$ cat src/hdl/sts_pkg.sv
// Shared types, constants and helper functions for the s-expression token scanner.
// No dependencies; every other file of the scanner imports this package.
package sts_pkg;

  // Scan mode of the front end.
  typedef enum logic [1:0] {
    MODE_IDLE   = 2'd0,
    MODE_SYMBOL = 2'd1,
    MODE_NUMBER = 2'd2,
    MODE_STRING = 2'd3
  } scan_mode_t;

  // Token kind codes as they appear on the result channel.
  localparam logic [2:0] KIND_OPEN   = 3'd0;
  localparam logic [2:0] KIND_CLOSE  = 3'd1;
  localparam logic [2:0] KIND_SYMBOL = 3'd2;
  localparam logic [2:0] KIND_STRING = 3'd3;
  localparam logic [2:0] KIND_NUMBER = 3'd4;
  localparam logic [2:0] KIND_ERROR  = 3'd5;

  // Characters with a fixed role in the grammar.
  localparam logic [7:0] CHAR_OPEN    = 8'h28;
  localparam logic [7:0] CHAR_CLOSE   = 8'h29;
  localparam logic [7:0] CHAR_MINUS   = 8'h2D;
  localparam logic [7:0] CHAR_DOT     = 8'h2E;
  localparam logic [7:0] CHAR_NEWLINE = 8'h0A;
  localparam logic [7:0] CHAR_QUOTE   = 8'h22;
  localparam logic [7:0] CHAR_SPACE   = 8'h20;

  localparam logic [15:0] MAX16      = 16'hFFFF;
  localparam logic [31:0] MAX32      = 32'hFFFF_FFFF;
  localparam logic [3:0]  MAX_FRAC   = 4'd15;
  localparam logic [1:0]  DOTS_LIMIT = 2'd2;

  // One input request.
  typedef struct packed {
    logic [7:0] text_byte;
    logic       end_of_text;
  } in_item_t;

  // One result request.
  typedef struct packed {
    logic [2:0]  token_kind;
    logic [15:0] start_row;
    logic [15:0] start_col;
    logic [15:0] token_length;
    logic        negative_sign;
    logic [31:0] mantissa;
    logic [3:0]  fraction_digits;
    logic        last_of_run;
  } out_item_t;

  // All results caused by one input byte: one or two of them.
  typedef struct packed {
    logic      two;
    out_item_t first;
    out_item_t second;
  } res_group_t;

  // Saturating 16-bit increment.
  function automatic logic [15:0] inc16(input logic [15:0] x);
    inc16 = (x == MAX16) ? MAX16 : x + 16'd1;
  endfunction

  // Build a result with the run marker cleared.
  function automatic out_item_t make_item(input logic [2:0] kind, input logic [15:0] row,
                                          input logic [15:0] col, input logic [15:0] len,
                                          input logic neg, input logic [31:0] mant,
                                          input logic [3:0] frac);
    out_item_t item;
    item.token_kind      = kind;
    item.start_row       = row;
    item.start_col       = col;
    item.token_length    = len;
    item.negative_sign   = neg;
    item.mantissa        = mant;
    item.fraction_digits = frac;
    item.last_of_run     = 1'b0;
    make_item = item;
  endfunction

endpackage

$ cat src/hdl/sts_front.sv
// Front end of the token scanner: classifies each byte, keeps the scan state
// and builds the group of results the byte causes. Depends on sts_pkg.
module sts_front
  import sts_pkg::*;
(
  input  logic       clk,
  input  logic       rst_n,
  input  logic       in_valid,
  output logic       in_ready,
  input  in_item_t   in_data,
  output logic       push_valid,
  input  logic       push_ready,
  output res_group_t push_data
);

  scan_mode_t  mode_r, mode_nxt;
  logic [15:0] row_r, row_nxt;
  logic [15:0] col_r, col_nxt;
  logic [15:0] trow_r, trow_nxt;
  logic [15:0] tcol_r, tcol_nxt;
  logic [15:0] body_r, body_nxt;
  logic [31:0] acc_r, acc_nxt;
  logic [3:0]  frac_r, frac_nxt;
  logic [1:0]  dots_r, dots_nxt;
  logic        minus_r, minus_nxt;

  logic [7:0]  c;
  logic        last;
  logic        is_digit, is_alpha, is_alnum, is_space;
  logic [3:0]  digit_val;
  logic [35:0] acc_times_ten;
  logic        a_v, b_v, c_v;
  out_item_t   a_item, b_item, c_item;
  logic        accept;

  assign c        = in_data.text_byte;
  assign last     = in_data.end_of_text;
  assign in_ready = push_ready;
  assign accept   = in_valid && in_ready;

  // Byte classes.
  assign is_digit  = (c >= "0") && (c <= "9");
  assign is_alpha  = ((c >= "a") && (c <= "z")) || ((c >= "A") && (c <= "Z"));
  assign is_alnum  = is_digit || is_alpha;
  assign is_space  = (c == CHAR_SPACE) || ((c >= 8'd9) && (c <= 8'd13));
  assign digit_val = c[3:0];

  // Ten times the accumulator plus the digit, wide enough to detect overflow.
  assign acc_times_ten = {1'b0, acc_r, 3'b000} + {3'b000, acc_r, 1'b0} + {32'd0, digit_val};

  // Next scan state and the results of this byte, in the order they leave.
  always_comb begin
    mode_nxt  = mode_r;
    row_nxt   = row_r;
    col_nxt   = col_r;
    trow_nxt  = trow_r;
    tcol_nxt  = tcol_r;
    body_nxt  = body_r;
    acc_nxt   = acc_r;
    frac_nxt  = frac_r;
    dots_nxt  = dots_r;
    minus_nxt = minus_r;
    a_v       = 1'b0;
    b_v       = 1'b0;
    c_v       = 1'b0;
    a_item    = make_item(KIND_STRING, trow_r, tcol_r, body_r, 1'b0, 32'd0, 4'd0);
    b_item    = make_item(KIND_ERROR, row_r, col_r, 16'd1, 1'b0, 32'd0, 4'd0);
    c_item    = make_item(KIND_ERROR, trow_r, tcol_r, body_r, 1'b0, 32'd0, 4'd0);

    if (mode_r == MODE_STRING) begin
      if (c == CHAR_QUOTE) begin
        a_v      = 1'b1;
        mode_nxt = MODE_IDLE;
      end else begin
        body_nxt = inc16(body_r);
      end
    end else if (mode_r == MODE_SYMBOL && is_alnum) begin
      body_nxt = inc16(body_r);
    end else if (mode_r == MODE_NUMBER && (is_digit || c == CHAR_DOT)) begin
      // Digits after the second dot only lengthen the token.
      body_nxt = inc16(body_r);
      if (c == CHAR_DOT) begin
        if (dots_r < DOTS_LIMIT) begin
          dots_nxt = dots_r + 2'd1;
        end
      end else if (dots_r < DOTS_LIMIT) begin
        acc_nxt = (acc_times_ten[35:32] != 4'd0) ? MAX32 : acc_times_ten[31:0];
        if (dots_r == 2'd1 && frac_r != MAX_FRAC) begin
          frac_nxt = frac_r + 4'd1;
        end
      end
    end else begin
      // The byte ends any open word and is then scanned from idle.
      if (mode_r == MODE_SYMBOL) begin
        a_v    = 1'b1;
        a_item = make_item(KIND_SYMBOL, trow_r, tcol_r, body_r, 1'b0, 32'd0, 4'd0);
      end else if (mode_r == MODE_NUMBER) begin
        a_v    = 1'b1;
        a_item = make_item(KIND_NUMBER, trow_r, tcol_r, body_r, minus_r, acc_r, frac_r);
      end
      mode_nxt = MODE_IDLE;

      if (!is_space) begin
        if (c == CHAR_OPEN) begin
          b_v    = 1'b1;
          b_item = make_item(KIND_OPEN, row_r, col_r, 16'd1, 1'b0, 32'd0, 4'd0);
        end else if (c == CHAR_CLOSE) begin
          b_v    = 1'b1;
          b_item = make_item(KIND_CLOSE, row_r, col_r, 16'd1, 1'b0, 32'd0, 4'd0);
        end else if (c == CHAR_MINUS || is_alnum || c == CHAR_QUOTE) begin
          // Start a new token at the current position.
          trow_nxt  = row_r;
          tcol_nxt  = col_r;
          body_nxt  = 16'd0;
          acc_nxt   = 32'd0;
          frac_nxt  = 4'd0;
          dots_nxt  = 2'd0;
          minus_nxt = 1'b0;
          if (c == CHAR_MINUS) begin
            mode_nxt  = MODE_NUMBER;
            minus_nxt = 1'b1;
          end else if (is_digit) begin
            mode_nxt = MODE_NUMBER;
            acc_nxt  = {28'd0, digit_val};
            body_nxt = 16'd1;
          end else if (is_alpha) begin
            mode_nxt = MODE_SYMBOL;
            body_nxt = 16'd1;
          end else begin
            mode_nxt = MODE_STRING;
          end
        end else begin
          b_v = 1'b1;
        end
      end
    end

    // The final byte flushes whatever token is still open.
    if (last) begin
      if (mode_nxt == MODE_STRING) begin
        c_v    = 1'b1;
        c_item = make_item(KIND_ERROR, trow_nxt, tcol_nxt, body_nxt, 1'b0, 32'd0, 4'd0);
      end else if (mode_nxt == MODE_SYMBOL) begin
        c_v    = 1'b1;
        c_item = make_item(KIND_SYMBOL, trow_nxt, tcol_nxt, body_nxt, 1'b0, 32'd0, 4'd0);
      end else if (mode_nxt == MODE_NUMBER) begin
        c_v    = 1'b1;
        c_item = make_item(KIND_NUMBER, trow_nxt, tcol_nxt, body_nxt, minus_nxt, acc_nxt,
                           frac_nxt);
      end
      mode_nxt = MODE_IDLE;
      row_nxt  = 16'd0;
      col_nxt  = 16'd0;
    end else if (c == CHAR_NEWLINE) begin
      row_nxt = inc16(row_r);
      col_nxt = 16'd0;
    end else begin
      col_nxt = inc16(col_r);
    end
  end

  // Pack the up to two results and mark the final one of the run.
  always_comb begin
    push_data.first  = a_v ? a_item : (b_v ? b_item : c_item);
    push_data.second = (a_v && b_v) ? b_item : c_item;
    push_data.two    = (a_v && b_v) || (a_v && c_v) || (b_v && c_v);
    push_data.first.last_of_run  = !push_data.two;
    push_data.second.last_of_run = 1'b1;
    push_valid = in_valid && (a_v || b_v || c_v);
  end

  // Scan state registers.
  always_ff @(posedge clk) begin
    if (!rst_n) begin
      mode_r  <= MODE_IDLE;
      row_r   <= '0;
      col_r   <= '0;
      trow_r  <= '0;
      tcol_r  <= '0;
      body_r  <= '0;
      acc_r   <= '0;
      frac_r  <= '0;
      dots_r  <= '0;
      minus_r <= 1'b0;
    end else if (accept) begin
      mode_r  <= mode_nxt;
      row_r   <= row_nxt;
      col_r   <= col_nxt;
      trow_r  <= trow_nxt;
      tcol_r  <= tcol_nxt;
      body_r  <= body_nxt;
      acc_r   <= acc_nxt;
      frac_r  <= frac_nxt;
      dots_r  <= dots_nxt;
      minus_r <= minus_nxt;
    end
  end

endmodule

$ cat src/hdl/sts_queue.sv
// Short queue of result groups between the scanner front end and the output
// side. Depends on sts_pkg for the group type.
module sts_queue
  import sts_pkg::*;
#(
  parameter int DEPTH = 4
) (
  input  logic       clk,
  input  logic       rst_n,
  input  logic       push_valid,
  output logic       push_ready,
  input  res_group_t push_data,
  output logic       pop_valid,
  input  logic       pop_ready,
  output res_group_t pop_data
);

  localparam int PtrW = (DEPTH > 1) ? $clog2(DEPTH) : 1;
  localparam int CntW = $clog2(DEPTH + 1);
  localparam logic [PtrW-1:0] LastPtr = PtrW'(DEPTH - 1);
  localparam logic [CntW-1:0] FullCnt = CntW'(DEPTH);

  res_group_t          entries [DEPTH];
  logic [PtrW-1:0]     wr_ptr_r, rd_ptr_r;
  logic [CntW-1:0]     count_r, count_nxt;
  logic                do_push, do_pop;

  assign push_ready = (count_r != FullCnt);
  assign pop_valid  = (count_r != '0);
  assign pop_data   = entries[rd_ptr_r];
  assign do_push    = push_valid && push_ready;
  assign do_pop     = pop_valid && pop_ready;

  // Fill level follows pushes and pops.
  always_comb begin
    count_nxt = count_r;
    if (do_push && !do_pop) begin
      count_nxt = count_r + CntW'(1);
    end else if (do_pop && !do_push) begin
      count_nxt = count_r - CntW'(1);
    end
  end

  // Storage needs no reset.
  always_ff @(posedge clk) begin
    if (do_push) begin
      entries[wr_ptr_r] <= push_data;
    end
  end

  // Pointers and fill level.
  always_ff @(posedge clk) begin
    if (!rst_n) begin
      wr_ptr_r <= '0;
      rd_ptr_r <= '0;
      count_r  <= '0;
    end else begin
      count_r <= count_nxt;
      if (do_push) begin
        wr_ptr_r <= (wr_ptr_r == LastPtr) ? '0 : wr_ptr_r + PtrW'(1);
      end
      if (do_pop) begin
        rd_ptr_r <= (rd_ptr_r == LastPtr) ? '0 : rd_ptr_r + PtrW'(1);
      end
    end
  end

endmodule

$ cat src/hdl/sts_back.sv
// Output side of the token scanner: holds one result group in a register and
// delivers its results one request at a time. Depends on sts_pkg.
module sts_back
  import sts_pkg::*;
(
  input  logic       clk,
  input  logic       rst_n,
  input  logic       pop_valid,
  output logic       pop_ready,
  input  res_group_t pop_data,
  output logic       out_valid,
  input  logic       out_ready,
  output out_item_t  out_data
);

  res_group_t grp_r;
  logic       valid_r, valid_nxt;
  logic       idx_r, idx_nxt;
  logic       sent, done;

  assign out_valid = valid_r;
  assign out_data  = idx_r ? grp_r.second : grp_r.first;
  assign sent      = valid_r && out_ready;
  assign done      = sent && (idx_r || !grp_r.two);
  assign pop_ready = !valid_r || done;

  // Step through the held group, reloading from the queue when it is used up.
  always_comb begin
    valid_nxt = valid_r;
    idx_nxt   = idx_r;
    if (pop_ready) begin
      valid_nxt = pop_valid;
      idx_nxt   = 1'b0;
    end else if (sent) begin
      idx_nxt = 1'b1;
    end
  end

  always_ff @(posedge clk) begin
    if (!rst_n) begin
      valid_r <= 1'b0;
      idx_r   <= 1'b0;
    end else begin
      valid_r <= valid_nxt;
      idx_r   <= idx_nxt;
    end
  end

  // Group payload needs no reset.
  always_ff @(posedge clk) begin
    if (pop_ready && pop_valid) begin
      grp_r <= pop_data;
    end
  end

endmodule

$ cat src/hdl/sexpr_token_scanner.sv
// Top level of the s-expression token scanner.
// Depends on sts_pkg, sts_front, sts_queue and sts_back.
//
// The scanner takes one text byte per cycle and reports open and close parens,
// symbols, strings, numbers and errors with their start row and column, body
// length and, for numbers, sign, decimal mantissa and fraction digit count.
// A byte is accepted every cycle as long as the result queue (QUEUE_DEPTH
// groups) has room; a byte causes zero, one or two results, and the output
// side delivers one result per cycle while out_ready is high, so a byte that
// ends a word on a paren or a bad byte, or a final byte that ends one word and
// opens another, takes two output transfers. Results are registered in the
// queue and then in the output side; last_of_run marks the final result of a byte.
module sexpr_token_scanner
  import sts_pkg::*;
#(
  parameter int QUEUE_DEPTH = 4
) (
  input  logic      clk,
  input  logic      rst_n,
  input  logic      in_valid,
  output logic      in_ready,
  input  in_item_t  in_data,
  output logic      out_valid,
  input  logic      out_ready,
  output out_item_t out_data
);

  logic       push_valid, push_ready;
  res_group_t push_data;
  logic       pop_valid, pop_ready;
  res_group_t pop_data;

  // Byte classification and scan state.
  sts_front u_front (
    .clk        (clk),
    .rst_n      (rst_n),
    .in_valid   (in_valid),
    .in_ready   (in_ready),
    .in_data    (in_data),
    .push_valid (push_valid),
    .push_ready (push_ready),
    .push_data  (push_data)
  );

  // Result groups waiting for the output side.
  sts_queue #(
    .DEPTH (QUEUE_DEPTH)
  ) u_queue (
    .clk        (clk),
    .rst_n      (rst_n),
    .push_valid (push_valid),
    .push_ready (push_ready),
    .push_data  (push_data),
    .pop_valid  (pop_valid),
    .pop_ready  (pop_ready),
    .pop_data   (pop_data)
  );

  // One result per request on the output channel.
  sts_back u_back (
    .clk       (clk),
    .rst_n     (rst_n),
    .pop_valid (pop_valid),
    .pop_ready (pop_ready),
    .pop_data  (pop_data),
    .out_valid (out_valid),
    .out_ready (out_ready),
    .out_data  (out_data)
  );

endmodule

$ cat config.mk
export PLATFORM = sky130hd
export DESIGN_NAME = sexpr_token_scanner
export DESIGN_NICKNAME = d
export VERILOG_FILES = /design/src/hdl/sts_pkg.sv /design/src/hdl/sts_front.sv /design/src/hdl/sts_queue.sv /design/src/hdl/sts_back.sv /design/src/hdl/sexpr_token_scanner.sv
export SDC_FILE = /design/constraint.sdc
export NUM_CORES = 1
export LEC_CHECK = 0
export BUFFER_PORTS_ARGS = -buffer_cell sky130_fd_sc_hd__buf_2
export CORE_UTILIZATION = 40
export DETAILED_ROUTE_END_ITERATION = 10
export GPL_ROUTABILITY_DRIVEN = 0
export PLACE_DENSITY_LB_ADDON = 0.15
export SYNTH_ARGS = -nofsm -noshare
export SYNTH_HDL_FRONTEND = slang
export SYNTH_SLANG_ARGS = --single-unit
$ cat constraint.sdc
create_clock -name clk -period 15.5 [get_ports clk]
set_clock_uncertainty 0.1 [all_clocks]
set_input_delay 0.775 -clock clk [delete_from_list [all_inputs] [get_ports clk]]
set_output_delay 0.775 -clock clk [all_outputs]
set_load 0.01 [all_outputs]
==> flow_summary.toml <==
[cts]
numCtsBuffers = 107
cts_buffer_depth = 3
insertion_delay_ns = 0.71
clk_pin_slew_ns = 0.06
post-cts-setup-buffers = 0
root_buffer = "clkbuf_16"
cts_tree = "done"
h-tree-depth = 3
cts-hold-fix-buffers = 0
cts_sinks = 1020
cts_resized = 0

[critical_path]
slowest_delay_ns = 0.80
end_kind = "register"
worstRegToRegCells = 9
cp-start-kind = "input port"
crit_path_top_delay_cell = "buf_4"
required_ns = 15.68
worstPathCellList = "buf_2 > nor3_1 > o2bb2ai_1 > o21ai_1 > nor2_1 > nor4_1 > o21bai_1 > ha_1 > nor2b_1 > o31a_1 > and2_4 > buf_4 > buf_4"
crit_path_frequent_cell = "buf_4"
cp_max_fo = 52
arrival_ns = 5.57
path_class = "input port to register"

[layout]
final_common_cell = "edfxtp_1"
syn_to_final_growth_pct = 13.2
antenna-diode-count = 0
drive_gt1_share_pct = 22.9
most-common-layout-cells = "890 x edfxtp_1, 279 x nand2_1, 178 x mux4_2"
fin_util_pct = 45.8
seq_area_um2 = 29300
multi_input_area_um2 = 13500
n_fill_cell = 9359
stdcell_count = 4412
layout.nets = 3009

[sta]
setup_viol = 0
rsz0062_at_grt = "no"
fin_crit_sh_pct = 34.8
hold_ws_ns = 0.249
finalHoldViolCount = 0
tightest_slew_ns = 1.26
layout_setup_ws_ns = 10.11
max_freq_mhz = 185
report.final.slew_viol_count = 0
period_minus_slack_ns = 5.39
setup_tns_ns = 0
maxSlewHeadroom_pct = 15.7

[grt]
grt_pass1_wl_um = 156000
grt_max_degree = 122
grt_pass1_vias = 25400
grtUsageTotal_pct = 18.6
antenna_found_initial = 15
grt.overflow.total = 0

[power_and_ir_drop]
power_density_nw_per_um2 = 158
ir_drop_mv = 0.160
cellLeakagePower_nw = 16.2

[floorplanning]
start_util_pct = 40.5
row_count = 120
die_y_um = 332
die_area_um2 = 110000
core_area_um2 = 108000
pin_count = 104
die-width_um = 332

[flow_run]
drv_cap = 0

[routing]
wl_um = 103000
vias = 24800
vias_per_cell = 5.61
drtIter0Drc = 2002
wl_per_cell_um = 23.3
ant_nets = 0
dr.pass1.iters = 5
drc_errors = 0

[logic_synthesis]
synthArstFlopShare_pct = 0
ys_ff_latch = 1020
syn_area_um2 = 43500
synth_cells = 2822
syn_nets = 2917
synth.distinct_cells = 85
synth-main-ff-cell = "edfxtp_1"
synth_seq_area_share_pct = 67.4
ys_warn_count = 0
synth-edff-count = 890
avgSynthCellArea_um2 = 15.4

[placement]
dpl.hpwl_um = 60700
io_buffers = 103
placedCellCount = 4208
pre_cts_slack_ns = 9.38

[hold_path]
hold_depth = 3
min_path_type = "input port to register"

[run_status]
status = "completed"
[area by class of cell]
cell class | instances | share of cell area [%]
sequential | 1020 | 59.6
multi-input combinational | 1615 | 27.4
clock buffer | 125 | 5.76
tap | 1403 | 3.56
clock inverter | 79 | 1.80
timing repair buffer | 138 | 1.66
inverter | 32 | 0.244
[flip-flops by register name, summed over array words and instances, names as in the netlist, 4 cells and up]
| name | cells |
|---|---|
| u_back.grp_r | 178 |
| u_front.acc_r | 32 |
| u_front.body_r | 16 |
| u_front.col_r | 16 |
| u_front.frac_r | 4 |
| u_front.row_r | 16 |
| u_front.tcol_r | 16 |
| u_front.trow_r | 16 |
| u_queue.entries | 712 |
[per-layer routing]
layer,share of wire [%],global-route usage (%)
met1,44,25.3
met2,49,30.9
met3,5.2,3.04
met4,2.0,5.12
met5,0.055,0
[final timing paths]
kind                                                      start                              end  slack, ns
worst max-delay path                                 in_data[3]  u_queue.entries[3][3]$_DFFE_PP_      10.11
worst min-delay path                                  out_ready        u_back.idx_r$_SDFFE_PP0P_       0.25
worst max register to register   u_front.mode_r[0]$_SDFFE_PN0P_  u_queue.entries[3][3]$_DFFE_PP_      10.58
worst min register to register  u_front.tcol_r[15]$_SDFFE_PN0P_  u_front.tcol_r[15]$_SDFFE_PN0P_       0.38
[worst max-delay path, delay by kind of cell]
kind | cells | cell delay (ns)
adder cells (fa/ha/maj) | 1 | 0.22
buffers and inverters | 3 | 1.70
AND/OR/NAND/NOR | 5 | 1.52
AO/OA/AOI/OAI | 4 | 1.22
[cells by family after synthesis]
group	Yosys count	synth area share (%)
buffers and inverters	187	1.75
AND/OR/NAND/NOR	638	6.88
XOR/XNOR	26	0.523
multiplexers	336	13.3
adder cells (fa/ha/maj)	82	2.41
flip-flops	1020	67.4
AO/OA/AOI/OAI	533	7.75
[through the flow]
| stage | total power [mW] | instance area (um2) |
|---|---|---|
| 4_1_cts | 7.94 | 49200 |
| 2_1_floorplan | 4.79 | 43500 |
| 6_report | 7.80 | 49200 |
| 3_5_place_dp | 5.27 | 45500 |
| 3_3_place_gp | 5.24 | 45500 |
| 5_1_grt | 8.15 | 49200 |
[cell usage after synthesis, types with 5 or more instances]
| cell type | count | share of area, % |
|---|---|---|
| edfxtp_1 | 890 | 61 |
| nand2_1 | 280 | 2.4 |
| mux4_2 | 178 | 9.2 |
| o21ai_0 | 176 | 2.0 |
| mux2_2 | 152 | 3.9 |
| dfxtp_1 | 130 | 6.0 |
| nor2_1 | 119 | 1.0 |
| a21oi_1 | 99 | 1.1 |
| clkbuf_1 | 87 | 0.75 |
| ha_1 | 79 | 2.3 |
| a21boi_0 | 65 | 1.1 |
| nand3_1 | 42 | 0.48 |
| nor3_1 | 39 | 0.45 |
| buf_2 | 35 | 0.40 |
| inv_1 | 32 | 0.28 |
| nor2b_1 | 31 | 0.45 |
| buf_1 | 30 | 0.26 |
| and3_1 | 29 | 0.42 |
| a22oi_1 | 24 | 0.41 |
| and2_1 | 23 | 0.33 |
| xnor2_1 | 18 | 0.36 |
| a21o_1 | 16 | 0.28 |
| a31oi_1 | 15 | 0.22 |
| o22ai_1 | 15 | 0.22 |
| nand2b_1 | 14 | 0.20 |
| nand4_1 | 14 | 0.20 |
| a211oi_1 | 13 | 0.22 |
| a22o_1 | 12 | 0.24 |
| o21a_1 | 12 | 0.21 |
| or3_1 | 11 | 0.16 |
| o21ai_1 | 10 | 0.12 |
| o211ai_1 | 9 | 0.16 |
| xor2_1 | 8 | 0.16 |
| a32o_1 | 7 | 0.16 |
| nor4_1 | 7 | 0.10 |
| o31ai_1 | 7 | 0.12 |
| nor3b_1 | 6 | 0.10 |
| o221ai_1 | 6 | 0.12 |
| or2_2 | 6 | 0.086 |
| o21bai_1 | 5 | 0.086 |
[power breakdown]
| group | switching (mW) | internal [mW] |
|---|---|---|
| sequential | 0.154 | 3.51 |
| clock | 1.10 | 1.56 |
| combinational | 0.819 | 0.659 |
| total | 2.07 | 5.73 |
Power figures use the tool's default switching activity.
